### src/sv/assert_macros.svh
// RTL assertion helpers. Both need clk_i in scope; ASSERT_CLK also needs rst_ni.
`ifndef ASSERT_MACROS_SVH
`define ASSERT_MACROS_SVH

// Checked only while the block is out of reset.
`define ASSERT_CLK(lbl, prop, msg) \
  lbl: assert property (@(posedge clk_i) disable iff (!rst_ni) (prop)) else $error(msg);

// Checked at every rising clock edge, reset included.
`define ASSERT_ALWAYS(lbl, prop, msg) \
  lbl: assert property (@(posedge clk_i) (prop)) else $error(msg);

`endif

### src/sv/gha_ram.sv
module gha_ram #(
  parameter int WIDTH = 8,
  parameter int DEPTH = 16,
  localparam int AW   = $clog2(DEPTH)
) (
  input  logic             clk_i,
  input  logic             re_i,
  input  logic [AW-1:0]    raddr_i,
  output logic [WIDTH-1:0] rdata_o,
  input  logic             we_i,
  input  logic [AW-1:0]    waddr_i,
  input  logic [WIDTH-1:0] wdata_i
);

  logic [WIDTH-1:0] mem [DEPTH];
  logic [WIDTH-1:0] rdata_q;

  always_ff @(posedge clk_i) begin
    if (we_i) begin
      mem[waddr_i] <= wdata_i;
    end
  end

  always_ff @(posedge clk_i) begin
    if (re_i) begin
      rdata_q <= mem[raddr_i];
    end
  end

  assign rdata_o = rdata_q;

endmodule

### config.mk
export PLATFORM = sky130hd
export DESIGN_NAME = gha_ram
export DESIGN_NICKNAME = d
export VERILOG_FILES = /design/src/sv/assert_macros.svh /design/src/sv/gha_ram.sv
export SDC_FILE = /design/constraint.sdc
export NUM_CORES = 1
export LEC_CHECK = 0
export BUFFER_PORTS_ARGS = -buffer_cell sky130_fd_sc_hd__buf_2
export CAP_MARGIN = 10
export CORE_AREA = 10 10 100 137
export DETAILED_ROUTE_END_ITERATION = 12
export DIE_AREA = 0 0 110 147
export PLACE_DENSITY = 0.74
export SETUP_SLACK_MARGIN = 0.05
export SYNTH_ARGS = -nofsm -noshare
export SYNTH_HDL_FRONTEND = slang
export SYNTH_SLANG_ARGS = --single-unit
### constraint.sdc
create_clock -name clk_i -period 2.3 [get_ports clk_i]
set_clock_uncertainty 0.05 [all_clocks]
set_input_delay 0.115 -clock clk_i [delete_from_list [all_inputs] [get_ports clk_i]]
set_output_delay 0.115 -clock clk_i [all_outputs]
set_load 0.05 [all_outputs]
==> results_dict.tcl, run 1 <==
set metrics [dict create \
    fin_crit_ps 1560 \
    synthTopCellsByArea "edfxtp_1, mux4_2, mux4_1, a22oi_1, nor2_1" \
    numCtsBuffers 17 \
    ir_drop_mv 0.500 \
    grtUsageTotal_pct 13.2 \
    io_pins 27 \
    overflow 0 \
    grt_pass1_wl_um 15300 \
    critical_path.startpoint_type "flop" \
    drc 0 \
    cts_buffer_depth 2 \
    path_cells "mux4_1, a22oi_1, nand2_1" \
    synth_area_um2 5230 \
    place.gp.congestion 0.745 \
    cts_root_buf "clkbuf_16" \
    syn-instance-count 229 \
    grt_max_degree 26 \
    yosysTopAreaCell "edfxtp_1" \
    htreeDepth 4 \
    yosysWarningCount 0 \
    worstRegToRegCells 3 \
    r2r-start "mem[1][0]$_DFFE_PP_" \
    ys_seq_elements 136 \
    dr.pass1.iters 4 \
    cts_tree "yes" \
    mostFrequentLayoutCells "edfxtp_1, buf_2, mux4_2, buf_4, clkbuf_16" \
    max_freq_ghz 0.643 \
    slew_violations 0 \
    clk_latency_ps 410 \
    worst_path_dominant_cell_family "multiplexers" \
    relSlewSlack_pct 52.2 \
    hold_viol_final 0 \
    core_um2 11200 \
    wl_um 9890 \
    post_cts_buffers 0 \
    nets 303 \
    ff2ff_setup_slack_ps 740 \
    cpPeakStageDelay_ps 550 \
    syn_to_final_growth_pct 17.4 \
    seq_area_frac_synth_pct 78.1 \
    setup-violations-final 0 \
    cp-end-kind "flop" \
    die_y_um 147 \
    hp-start "wdata_i[6]" \
    startpoint "mem[1][0]$_DFFE_PP_" \
    grt_pass1_vias 2585 \
    slowest_stage "mux4_1" \
    syn_avg_cell_area_um2 22.8 \
    period_share_pct 67.6 \
    hold_path_end "mem[10][6]$_DFFE_PP_" \
    die_w_um 110 \
    clk_pin_slew_worst_paths_ps 50 \
    critPathMaxFanout 1 \
    powerDensity_nw_per_um2 891 \
    tightest_slew_ps 716 \
    viasPerCell 5.59 \
    antenna_found_initial 0 \
    rsz0062_at_grt "no" \
    drive_gt1_share_pct 29.6 \
    rows 46 \
    utilization_pct 54.7 \
    ant_nets 0 \
    synth_top_area_share_pct 78.1 \
    criticalPathCategory "reg2reg" \
    n_antenna_cell 0 \
    crit_buf_inv 0 \
    finalSetupTns_ps 0 \
    drt_iter0_markers 127 \
    die-area_um2 16200 \
    status "complete, no violations" \
    r2r_end "rdata_o[0]$_DFFE_PP_" \
    critPathRequiredTime_ps 2410 \
    wire_per_inst_um 22.4 \
    worstHoldPathType "in2reg" \
    via_count 2466 \
    port_buffers 26 \
    start_util_pct 46.6 \
    final_common_cell "edfxtp_1" \
    syn-num-nets 248 \
    cts.sinks 136 \
    maxCapViolations 0 \
    min_path_cells 1 \
    place_hpwl_um 6490 \
    critPathArrivalTime_ps 1660 \
    p_leak_nw 2.07 \
    synthDistinctLibCells 18 \
]
power by group:
group	switching, mW	internal, mW	total [mW]	leakage [nW]
Sequential	0.0143	2.79	2.81	1.24
Clock	0.915	1.46	2.37	0.247
Combinational	0.179	0.108	0.287	0.583
Total	1.11	4.36	5.47	2.07
registers in the layout, summed over array words and instances (netlist names):
signal	count
rdata_o	8
mem	128
cell usage after synthesis, drive strengths merged:
master and number:
clkdlybuf4s25 3, and2b 1, buf 7, edfxtp 136
or3b 1, nand2 9, mux4 32, and2 1
nand2b 2, nor2b 1, nor2 13, a22oi 16
nor3 4, nand3 1, nand3b 2
worst max-delay path by stage:
stage,end,slack (ps),cells past startpoint
after detailed placement,rdata_o[5]$_DFFE_PP_,420,5
after CTS,rdata_o[0]$_DFFE_PP_,740,3
after floorplan,mem[0][0]$_DFFE_PP_,640,2
after global placement,rdata_o[5]$_DFFE_PP_,410,5
after global routing,rdata_o[0]$_DFFE_PP_,710,3
final,rdata_o[0]$_DFFE_PP_,740,3
layer usage:
layer	global-route usage [%]	up-vias	part of all wire, %
li1	-	1096	-
met1	15.0	1272	38
met2	21.9	86	55
met3	4.03	12	4.9
met4	6.33	0	1.5
met5	0	-	0
per-stage QoR:
step                setup WS, ps  power [mW]  hold slack [ps]  instance area [µm²]  cells
floorplan                    642        3.04              164                 5230    229
global placement             415        3.14              442                 5610    408
detailed placement           423        3.15              435                 5610    408
CTS                          737        5.52             22.4                 6140    441
global route                 710        5.66             33.1                 6140    441
finish                       745        5.47             41.0                 6140    441
cell type report:
| type | instances | area (µm²) |
|---|---|---|
| Multi-Input combinational cell | 83 | 1060 |
| Clock buffer | 21 | 440 |
| Fill cell | 810 | 5080 |
| Clock inverter | 11 | 82.6 |
| Tap cell | 144 | 180 |
| Sequential cell | 136 | 4080 |
| Timing Repair Buffer | 46 | 295 |
what timing repair did:
action                     CTS  global route
hold buffers                 1             0
gates resized for setup      0             0
setup endpoints to repair    0             0
hold endpoints to repair     6             0
logic make-up (layout without fill, tap and decap cells):
group	Yosys count	after routing	share of synthesized area (%)
buffers and inverters	10	78	1.65
flip-flops	136	136	78.1
AO/OA/AOI/OAI	16	16	2.30
multiplexers	32	32	14.8
AND/OR/NAND/NOR	35	35	3.14
No activity file was read; power rests on OpenSTA's default activity.
==> inputs of run 2 (changes only) <==
==> constraint.sdc (replaced) <==
create_clock -name clk_i -period 1.5 [get_ports clk_i]
set_clock_uncertainty 0.05 [all_clocks]
set_input_delay 0.075 -clock clk_i [delete_from_list [all_inputs] [get_ports clk_i]]
set_output_delay 0.075 -clock clk_i [all_outputs]
set_load 0.05 [all_outputs]
==> results_dict.tcl, run 2 (synthesized netlist as in run 1, its figures left out) <==
set metrics [dict create \
    fin_crit_ps 1490 \
    utilization_pct 57.5 \
    finalPower_mw 9.22 \
    wire_per_inst_um 21.5 \
    ff2ff_setup_slack_ps 9 \
    htreeDepth 4 \
    power_frac_clock_pct 47.8 \
    min_path_cells 3 \
    p_sw_mw 1.91 \
    grtUsageTotal_pct 13.4 \
    stdcell_area_um2 6450 \
    port_buffers 26 \
    multi_input_area_um2 1060 \
    slew_violations 0 \
    cts_tree "yes" \
    die_w_um 110 \
    seq_area_um2 4080 \
    p_leak_nw 2.18 \
    place.gp.congestion 0.811 \
    grt_max_degree 25 \
    max_freq_ghz 0.671 \
    nFillCells 810 \
    core_um2 11200 \
    drive_gt1_share_pct 40.9 \
    powerDensity_nw_per_um2 1430 \
    status "complete, no violations" \
    relSlewSlack_pct 64.8 \
    rows 46 \
    cp-end-kind "flop" \
    clk_latency_ps 420 \
    p_int_mw 7.31 \
    critPathArrivalTime_ps 1600 \
    finalSetupTns_ps 0 \
    dp_cells 421 \
    ant_nets 0 \
    layout.cells.non_filler 462 \
    cts.sinks 136 \
    path_cells "mux4_2, a22oi_2, nand2_1" \
    syn_to_final_growth_pct 23.4 \
    place_hpwl_um 6670 \
    die_y_um 147 \
    cpPeakStageDelay_ps 510 \
    worstRegToRegCells 3 \
    slowest_stage "mux4_2" \
    grt_pass1_wl_um 15700 \
    nets 324 \
    top_register "mem" \
    crit_buf_inv 0 \
    final_common_cell "edfxtp_1" \
    ir_drop_mv 1.29 \
    worstHoldPathType "in2reg" \
    viasPerCell 5.47 \
    critPathMaxFanout 1 \
    holdWs_ps 175 \
    critPathRequiredTime_ps 1610 \
    dpl_cell_area_um2 5720 \
    largest_reg_flops 128 \
    pwr-share-seq_pct 46.7 \
    dp_slack_ps -143 \
    worst_path_dominant_cell_family "multiplexers" \
    tightest_slew_ps 529 \
    combPwrFrac_pct 5.5 \
    criticalPathCategory "reg2reg" \
    crit_cells 3 \
    period_share_pct 99.4 \
    io_pins 27 \
    numCtsBuffers 17 \
    n_antenna_cell 0 \
    drt_iter0_markers 144 \
    cts_buffer_depth 2 \
    mostFrequentLayoutCells "edfxtp_1, mux4_2, buf_4, buf_2, clkbuf_16" \
    overflow 0 \
    drc 0 \
    hold_viol_final 0 \
    critical_path.startpoint_type "flop" \
    grt_pass1_vias 2747 \
    clk_pin_slew_worst_paths_ps 60 \
    die-area_um2 16200 \
    antenna_found_initial 0 \
    setup-violations-final 0 \
    maxCapViolations 0 \
    via_count 2529 \
    start_util_pct 46.6 \
    wl_um 9920 \
    swShare_pct 20.7 \
    cts_root_buf "clkbuf_16" \
    dr.pass1.iters 4 \
    post-route-worst-setup-slack_ps 9.41 \
    rsz0062_at_grt "yes" \
]
[run 2: cell types whose count changed in the layout (fill, tap and decap cells not counted), sizes merged]
cell         change
inv              +5
clkinv           -3
dlygate4sd3      +8
bufinv           +3
clkinvlp         -1
buf             +13
clkbuf           -4
[run 2: final timing paths]
path / from / end
max: mem[3][4]$_DFFE_PP_ / rdata_o[4]$_DFFE_PP_
max reg2reg: mem[3][4]$_DFFE_PP_ / rdata_o[4]$_DFFE_PP_
min reg2reg: mem[12][3]$_DFFE_PP_ / rdata_o[3]$_DFFE_PP_
min: waddr_i[0] / mem[0][1]$_DFFE_PP_
[run 2: cell type report]
class	count	area share, %
multi-input cells	83	16.4
repair buffers	67	7.53
well taps	144	2.79
flip-flops and latches	136	63.3
clock buffers	17	6.60
clock inverters	15	3.36
[run 2: worst reg2reg max path, stage by stage, from the launching register on]
cell and delay (ps):
edfxtp_1 370, mux4_2 510, a22oi_2 230, nand2_1 80
[run 2: repair_timing]
item	CTS	global route
resized for setup	15	5
hold buffers	9	0
buffers inserted	0	0
setup endpoints to repair	8	8
hold endpoints to repair	136	0
pin swaps	4	3
[run 2: per-layer routing]
metal	vias up	global-route usage [%]	part of all wire, %
li1	1122	-	-
met2	75	21.8	54
met1	1316	15.2	39
met3	16	4.60	5.1
met4	0	6.59	2.2
met5	-	0	0
[run 2: power by group through the flow]
stage	Combinational, mW	Clock, mW	Sequential [mW]
5_1_grt	0.547	4.66	4.31
6_report	0.508	4.41	4.30
3_3_place_gp	0.459	0	4.38
3_5_place_dp	0.470	0	4.38
4_1_cts	0.509	4.49	4.31
2_1_floorplan	0.216	0	4.44
