`config.mk`:
```
export PLATFORM = sky130hd
export DESIGN_NAME = gha_core
export DESIGN_NICKNAME = d
export VERILOG_FILES = /design/src/sv/gha_pkg.sv /design/src/sv/gha_core.sv
export VERILOG_INCLUDE_DIRS = /design/src /design/src/sv
export SDC_FILE = /design/constraint.sdc
export NUM_CORES = 1
export LEC_CHECK = 0
export BUFFER_PORTS_ARGS = -buffer_cell sky130_fd_sc_hd__buf_2
export CELL_PAD_IN_SITES_DETAIL_PLACEMENT = 1
export CELL_PAD_IN_SITES_GLOBAL_PLACEMENT = 1
export CORE_MARGIN = 5
export CORE_UTILIZATION = 35
export DETAILED_ROUTE_END_ITERATION = 8
export GPL_ROUTABILITY_DRIVEN = 1
export PLACE_DENSITY = 0.79
export REMOVE_ABC_BUFFERS = 1
export SYNTH_ARGS = -nofsm -noshare
export SYNTH_HDL_FRONTEND = slang
export SYNTH_SLANG_ARGS = --single-unit
```
`constraint.sdc`:
```
create_clock -name clk_i -period 4.7 [get_ports clk_i]
set_clock_uncertainty 0.05 [all_clocks]
set_input_delay 0.235 -clock clk_i [delete_from_list [all_inputs] [get_ports clk_i]]
set_output_delay 0.235 -clock clk_i [all_outputs]
set_load 0.01 [all_outputs]
```
`src/sv/assert_macros.svh`:
```
// RTL assertion helpers. Both need clk_i in scope; ASSERT_CLK also needs rst_ni.
`ifndef ASSERT_MACROS_SVH
`define ASSERT_MACROS_SVH

// Checked only while the block is out of reset.
`define ASSERT_CLK(lbl, prop, msg) \
  lbl: assert property (@(posedge clk_i) disable iff (!rst_ni) (prop)) else $error(msg);

// Checked at every rising clock edge, reset included.
`define ASSERT_ALWAYS(lbl, prop, msg) \
  lbl: assert property (@(posedge clk_i) (prop)) else $error(msg);

`endif

```
`src/sv/gha_pkg.sv`:
```
package gha_pkg;

  localparam int ENTRIES      = 1024;
  localparam int GEN_BITS     = 15;
  localparam int PAYLOAD_BITS = 32;

  localparam int IDX_W = $clog2(ENTRIES);
  localparam int CNT_W = $clog2(ENTRIES + 1);

  // Port field widths.
  localparam int KIND_W   = 2;
  localparam int HIDX_W   = 10;
  localparam int HGEN_W   = 15;
  localparam int HPAY_W   = 32;
  localparam int TAG_W    = 5;
  localparam int STATUS_W = 2;
  localparam int COUNT_W  = 11;

  typedef enum logic [KIND_W-1:0] {
    OP_ADD    = 2'd0,
    OP_UPDATE = 2'd1,
    OP_REMOVE = 2'd2,
    OP_GET    = 2'd3
  } kind_e;

  typedef enum logic [STATUS_W-1:0] {
    ST_OK    = 2'd0,
    ST_FULL  = 2'd1,
    ST_STALE = 2'd2
  } status_e;

  typedef enum logic {
    S_IDLE,
    S_EXEC
  } state_e;

  typedef struct packed {
    logic [CNT_W-1:0]    link;
    logic [GEN_BITS-1:0] gen;
    logic                active;
  } entry_t;

  typedef struct packed {
    logic             re;
    logic [IDX_W-1:0] raddr;
    logic             we;
    logic [IDX_W-1:0] waddr;
    entry_t           wdata;
  } ent_req_t;

  typedef struct packed {
    logic                    re;
    logic [IDX_W-1:0]        raddr;
    logic                    we;
    logic [IDX_W-1:0]        waddr;
    logic [PAYLOAD_BITS-1:0] wdata;
  } pay_req_t;

endpackage

```
`src/sv/gha_core.sv`:
```
`include "assert_macros.svh"

module gha_core (
  input  logic                            clk_i,
  input  logic                            rst_ni,
  input  logic                            start,
  output logic                            busy,
  input  logic [gha_pkg::KIND_W-1:0]      kind_i,
  input  logic [gha_pkg::HIDX_W-1:0]      handle_index_i,
  input  logic [gha_pkg::HGEN_W-1:0]      handle_generation_i,
  input  logic [gha_pkg::HPAY_W-1:0]      payload_i,
  input  logic [gha_pkg::TAG_W-1:0]       type_tag_i,
  output logic                            done_o,
  output logic [gha_pkg::STATUS_W-1:0]    status_o,
  output logic [gha_pkg::HIDX_W-1:0]      out_index_o,
  output logic [gha_pkg::HGEN_W-1:0]      out_generation_o,
  output logic [gha_pkg::TAG_W-1:0]       out_type_o,
  output logic [gha_pkg::HPAY_W-1:0]      payload_out_o,
  output logic [gha_pkg::COUNT_W-1:0]     active_count_o,
  output gha_pkg::ent_req_t               ent_req_o,
  input  gha_pkg::entry_t                 ent_rdata_i,
  output gha_pkg::pay_req_t               pay_req_o,
  input  logic [gha_pkg::PAYLOAD_BITS-1:0] pay_rdata_i
);

  gha_pkg::state_e state_q, state_d;
  logic [gha_pkg::CNT_W-1:0] head_q, head_d;
  logic [gha_pkg::CNT_W-1:0] live_q, live_d;
  // Entries at or above the fill mark are unwritten; the core reads defaults for them.
  logic [gha_pkg::CNT_W-1:0] fill_q, fill_d;
  logic done_q, done_d;

  gha_pkg::kind_e                   kind_q;
  logic [gha_pkg::IDX_W-1:0]        addr_q;
  logic [gha_pkg::HIDX_W-1:0]       hidx_q;
  logic [gha_pkg::HGEN_W-1:0]       hgen_q;
  logic [gha_pkg::HPAY_W-1:0]       pay_q;
  logic [gha_pkg::TAG_W-1:0]        tag_q;

  gha_pkg::status_e                 status_d, status_q;
  logic [gha_pkg::HIDX_W-1:0]       oidx_d, oidx_q;
  logic [gha_pkg::HGEN_W-1:0]       ogen_d, ogen_q;
  logic [gha_pkg::TAG_W-1:0]        otype_d, otype_q;
  logic [gha_pkg::HPAY_W-1:0]       opay_d, opay_q;

  logic                             accept;
  gha_pkg::kind_e                   kind_in;
  logic [gha_pkg::IDX_W-1:0]        rd_addr;
  gha_pkg::entry_t                  cur;
  logic [gha_pkg::GEN_BITS-1:0]     gen_nxt;
  logic                             in_range;
  logic                             full;

  assign busy    = (state_q == gha_pkg::S_EXEC);
  assign accept  = start && !busy;
  assign kind_in = gha_pkg::kind_e'(kind_i);
  assign rd_addr = (kind_in == gha_pkg::OP_ADD) ? head_q[gha_pkg::IDX_W-1:0]
                                                : gha_pkg::IDX_W'(handle_index_i);

  always_comb begin
    if (gha_pkg::CNT_W'(addr_q) < fill_q) begin
      cur = ent_rdata_i;
    end else begin
      cur.link   = gha_pkg::CNT_W'(addr_q) + gha_pkg::CNT_W'(1);
      cur.gen    = gha_pkg::GEN_BITS'(1);
      cur.active = 1'b0;
    end
  end

  always_comb begin
    gen_nxt = cur.gen + gha_pkg::GEN_BITS'(1);
    if (gen_nxt == '0) begin
      gen_nxt = gha_pkg::GEN_BITS'(1);
    end
  end

  assign in_range = (32'(hidx_q) < 32'(gha_pkg::ENTRIES));
  assign full     = (live_q >= gha_pkg::CNT_W'(gha_pkg::ENTRIES)) ||
                    (head_q >= gha_pkg::CNT_W'(gha_pkg::ENTRIES));

  always_comb begin
    state_d  = state_q;
    head_d   = head_q;
    live_d   = live_q;
    fill_d   = fill_q;
    done_d   = 1'b0;
    status_d = gha_pkg::ST_OK;
    oidx_d   = '0;
    ogen_d   = '0;
    otype_d  = '0;
    opay_d   = '0;

    ent_req_o.re    = accept;
    ent_req_o.raddr = rd_addr;
    ent_req_o.we    = 1'b0;
    ent_req_o.waddr = addr_q;
    ent_req_o.wdata = cur;
    pay_req_o.re    = accept;
    pay_req_o.raddr = rd_addr;
    pay_req_o.we    = 1'b0;
    pay_req_o.waddr = addr_q;
    pay_req_o.wdata = gha_pkg::PAYLOAD_BITS'(pay_q);

    case (state_q)
      gha_pkg::S_IDLE: begin
        if (accept) begin
          state_d = gha_pkg::S_EXEC;
        end
      end
      gha_pkg::S_EXEC: begin
        state_d = gha_pkg::S_IDLE;
        done_d  = 1'b1;
        if (kind_q == gha_pkg::OP_ADD) begin
          if (full) begin
            status_d = gha_pkg::ST_FULL;
          end else begin
            head_d                 = cur.link;
            ent_req_o.we           = 1'b1;
            ent_req_o.wdata.link   = '0;
            ent_req_o.wdata.gen    = gen_nxt;
            ent_req_o.wdata.active = 1'b1;
            pay_req_o.we           = 1'b1;
            live_d                 = live_q + gha_pkg::CNT_W'(1);
            if (gha_pkg::CNT_W'(addr_q) == fill_q) begin
              fill_d = fill_q + gha_pkg::CNT_W'(1);
            end
            oidx_d  = gha_pkg::HIDX_W'(addr_q);
            ogen_d  = gha_pkg::HGEN_W'(gen_nxt);
            otype_d = tag_q;
          end
        end else if (!in_range) begin
          status_d = gha_pkg::ST_STALE;
        end else begin
          case (kind_q)
            gha_pkg::OP_UPDATE: begin
              pay_req_o.we = 1'b1;
            end
            gha_pkg::OP_REMOVE: begin
              if (!cur.active) begin
                status_d = gha_pkg::ST_STALE;
              end else begin
                ent_req_o.we           = 1'b1;
                ent_req_o.wdata.link   = head_q;
                ent_req_o.wdata.active = 1'b0;
                head_d                 = gha_pkg::CNT_W'(addr_q);
                if (live_q != '0) begin
                  live_d = live_q - gha_pkg::CNT_W'(1);
                end
              end
            end
            gha_pkg::OP_GET: begin
              if (cur.active && (cur.gen == gha_pkg::GEN_BITS'(hgen_q))) begin
                opay_d = gha_pkg::HPAY_W'(pay_rdata_i);
              end else begin
                status_d = gha_pkg::ST_STALE;
              end
            end
            default: begin
              status_d = gha_pkg::ST_STALE;
            end
          endcase
        end
      end
      default: begin
        state_d = gha_pkg::S_IDLE;
      end
    endcase
  end

  always_ff @(posedge clk_i or negedge rst_ni) begin
    if (!rst_ni) begin
      state_q <= gha_pkg::S_IDLE;
      head_q  <= '0;
      live_q  <= '0;
      fill_q  <= '0;
      done_q  <= 1'b0;
    end else begin
      state_q <= state_d;
      head_q  <= head_d;
      live_q  <= live_d;
      fill_q  <= fill_d;
      done_q  <= done_d;
    end
  end

  always_ff @(posedge clk_i) begin
    if (accept) begin
      kind_q <= kind_in;
      addr_q <= rd_addr;
      hidx_q <= handle_index_i;
      hgen_q <= handle_generation_i;
      pay_q  <= payload_i;
      tag_q  <= type_tag_i;
    end
  end

  always_ff @(posedge clk_i) begin
    if (state_q == gha_pkg::S_EXEC) begin
      status_q <= status_d;
      oidx_q   <= oidx_d;
      ogen_q   <= ogen_d;
      otype_q  <= otype_d;
      opay_q   <= opay_d;
    end
  end

  assign done_o           = done_q;
  assign status_o         = status_q;
  assign out_index_o      = oidx_q;
  assign out_generation_o = ogen_q;
  assign out_type_o       = otype_q;
  assign payload_out_o    = opay_q;
  assign active_count_o   = gha_pkg::COUNT_W'(live_q);

  `ASSERT_ALWAYS(a_done_not_busy, !(done_o && busy), "result beat while still busy")
  `ASSERT_CLK(a_accept_busy, accept |=> busy, "accepted beat did not start execution")
  `ASSERT_CLK(a_busy_done, busy |=> done_o, "execution did not produce a result beat")
  `ASSERT_CLK(a_live_bound, live_q <= gha_pkg::CNT_W'(gha_pkg::ENTRIES),
              "active count exceeds table size")
  `ASSERT_CLK(a_live_fill, live_q <= fill_q, "more active entries than ever written")

endmodule

```
==> flow_metrics.py <==
metrics = {
    "power": {
        "power_per_cell_area_nw_per_um2": 405,
        "p_leak_nw": 4.67,
        "peakVddDrop_mv": 0.240,
        "finalPower_mw": 4.51,
    },
    "floorplan": {
        "initial_core_util_pct": 35.5,
        "core_area_um2": 23400,
        "fp.dieArea_um2": 26900,
        "fp.dieW_um": 164,
        "dieHeight_um": 164,
        "io_pins": 306,
        "core.rowCount": 56,
    },
    "global_routing": {
        "grt_pass1_vias": 7346,
        "antenna_found_initial": 5,
        "grt_remaining_overflow": 0,
        "grt_max_degree": 39,
        "track_usage_pct": 20.4,
        "grt_pass1_wl_mm": 41.9,
    },
    "routing": {
        "drt_iter0_drc": 336,
        "final_antenna_net_count": 0,
        "vias": 6950,
        "viasPerCell": 5.06,
        "post-route-drc-count": 0,
        "drt-wirelength-per-cell_um": 20.5,
        "dr.pass1.iters": 5,
        "wl_mm": 28.2,
    },
    "min_path": {
        "holdPathStages": 2,
        "hp-class": "in2reg",
        "hold_start": "pay_rdata_i[11]",
        "min_to": "payload_out_o[11]",
    },
    "logic_synthesis": {
        "synth_top_family_by_area": "simple AND/OR/NAND/NOR gates",
        "yosysTopAreaCellShare_pct": 46.3,
        "synth_area_um2": 8310,
        "synth.most_common_cell": "edfxtp_1",
        "synth_common_cells": "edfxtp_1 (128), nor2_1 (57), xnor2_1 (48), nand2_1 (42)",
        "synth.area.top_cells": "edfxtp_1 (46%), dfrtp_1 (11%), xnor2_1 (5.1%), ha_1 (3.3%), mux2_2 (2.7%)",
        "synth-simple-area-share_pct": 15.1,
        "synth-seq-cells": 163,
        "synth-edff-count": 128,
        "synth_xor_xnor_area_share_pct": 6.75,
        "synth.area.mux_share_pct": 2.83,
        "yosys_warnings": 0,
        "async_flop_share_pct": 21.5,
        "yosysUniqueCellTypes": 61,
        "synthFlopType": "edfxtp_1",
        "synth_adder_area_share_pct": 3.55,
        "yosysSeqAreaShare_pct": 56.8,
        "syn_avg_cell_area_um2": 11.7,
        "synth_compound_area_share_pct": 9.28,
        "syn_inst": 709,
        "yosysTopAreaCell": "edfxtp_1",
    },
    "sta": {
        "timing.hold.ws_ns": 0.0181,
        "worst_pin_slew_ns": 1.13,
        "slew_headroom_pct": 24.6,
        "rsz0062_at_grt": "no",
        "setup_viol": 0,
        "finalMaxSlewViolations": 0,
        "fmax_mhz": 224,
        "fin_crit_ns": 4.47,
        "finalHoldViolCount": 0,
        "period_share_pct": 95.1,
    },
    "layout": {
        "regArea_um2": 4720,
        "drive_above_1_share_pct": 37.3,
        "final_nets": 1191,
        "fillers": 2662,
        "multi_input_comb_area_um2": 3150,
        "area_delta_synth_final_pct": 33.9,
        "antennaDiodeCount": 0,
    },
    "critical_path": {
        "cp_cell_sequence": "inv_1 > ha_1 > and3_1 > a221o_1 > o21a_1 > or3_4 > ha_2 > and3_2 > or3_1 > a21oi_1 > o2111a_1 > a31oi_1 > mux2_2 > buf_2",
        "crit_arrival_ns": 4.19,
        "reg2reg_to": "out_generation_o[1]",
        "endpoint_kind": "output port",
        "worst_setup_path_start_kind": "flip-flop",
        "crit_path_top_delay_cell": "dfrtp_1",
        "r2r_start": "fill_q[6]",
        "reg2reg_depth": 13,
        "cp.required_ns": 4.41,
        "critPathMaxStageDelay_ns": 0.39,
        "cp_max_fo": 8,
        "crit_type": "reg2out",
        "rrSetupSlack_ns": 0.91,
    },
    "placed_design": {
        "place_congestion": 0.910,
        "numPortBuffers": 305,
        "dp_hpwl_mm": 20.3,
    },
    "clock_network": {
        "cts_max_path_buffers": 2,
        "clkLatencyLatePin_ns": 0.43,
        "cts_tree": "built",
        "clock_sinks": 163,
        "path_clk_slew_ns": 0.08,
        "root_buffer": "clkbuf_16",
        "cts_max_level": 4,
        "numCtsBuffers": 17,
    },
    "status": {
        "status": "finished, final reports clean",
    },
    "flow_run": {
        "max_cap_violations": 0,
    },
}
==> sequential cells by signal, indices dropped and copies added (netlist names), 2 cells and up <==
register / cells
active_count_o: 11
addr_q: 10
fill_q: 11
head_q: 11
hgen_q: 15
kind_q: 2
out_generation_o: 15
out_index_o: 10
out_type_o: 5
pay_q: 32
payload_out_o: 32
status_o: 2
tag_q: 5
==> power by group <==
part / internal [mW] / switching, mW / leakage (nW) / total, mW
Clock: 0.714 / 0.685 / 0.288 / 1.40
Combinational: 0.532 / 0.693 / 2.71 / 1.22
Sequential: 1.74 / 0.146 / 1.67 / 1.88
Total: 2.98 / 1.52 / 4.67 / 4.51
==> worst max-delay path by stage <==
stage	from	to	slack, ns	depth (start not counted)
3_3_place_gp	fill_q[5]	ent_req_o[2]	0.64	14
5_1_grt	fill_q[6]	ent_req_o[2]	0.03	14
3_5_place_dp	fill_q[6]	ent_req_o[2]	0.56	14
4_1_cts	fill_q[6]	ent_req_o[2]	0.09	14
2_1_floorplan	busy	addr_q[0]	-0.50	1
6_report	fill_q[6]	ent_req_o[2]	0.23	14
==> through the flow <==
stage	std cells	TNS, ns	utilization (%)	instance area (um2)	worst slack [ns]
5_1_grt	1374	0	47.5	11100	0.0337
2_1_floorplan	647	-32.82	-	7900	-0.499
4_1_cts	1373	0	47.5	11100	0.0897
3_3_place_gp	1286	0	42.6	9970	0.635
6_report	1374	0	47.5	11100	0.229
3_5_place_dp	1286	0	42.6	9970	0.561
==> placed cells by master (no fill, tap or decap), types with 19 or more instances in the layout <==
master,instances
and2_1,33
and3_1,19
buf_2,305
dfrtp_1,34
dlygate4sd3_1,55
edfxtp_1,128
ha_1,21
mux2_2,20
nand2_1,42
nand3_1,24
nor2_1,56
nor3_1,20
o21ai_0,35
xnor2_1,48
==> critical path, delay by kind of cell (launching register included) <==
family          cells  cell delay, ns
compound gates      5            1.09
fa+ha+maj           2            0.53
simple gates        4            1.19
buf+inv             2            0.23
mux                 1            0.31
flops               1            0.39
==> cell type report <==
type	count	share of cell area (%)
Sequential cell	163	42.5
Inverter	18	0.607
Clock buffer	17	3.82
Clock inverter	15	1.45
Multi-Input combinational cell	466	28.3
Timing Repair Buffer	376	19.8
Tap cell	319	3.59
==> logic make-up (layout without fill, tap and decap cells) <==
logic type,after synthesis,in the layout
compound gates,115,115
fa+ha+maj,23,23
flops,163,163
xor+xnor,64,64
mux,21,21
buf+inv,80,426
simple gates,243,243
==> repair_timing <==
item | in CTS | in global routing
hold buffers | 55 | 0
endpoints found under the hold margin | 89 | 0
setup endpoints to repair | 0 | 2
buffers inserted | 0 | 1
gates resized for setup | 0 | 2
==> metal layers <==
metal  vias up  wire length [um]  GRT usage (%)
met3        55              1990           4.82
met4        10               637           7.17
li1       3243                 -              -
met1      3373             10800           23.6
met5         -                59              0
met2       269             14700           36.6
Power figures use the tool's default switching activity.
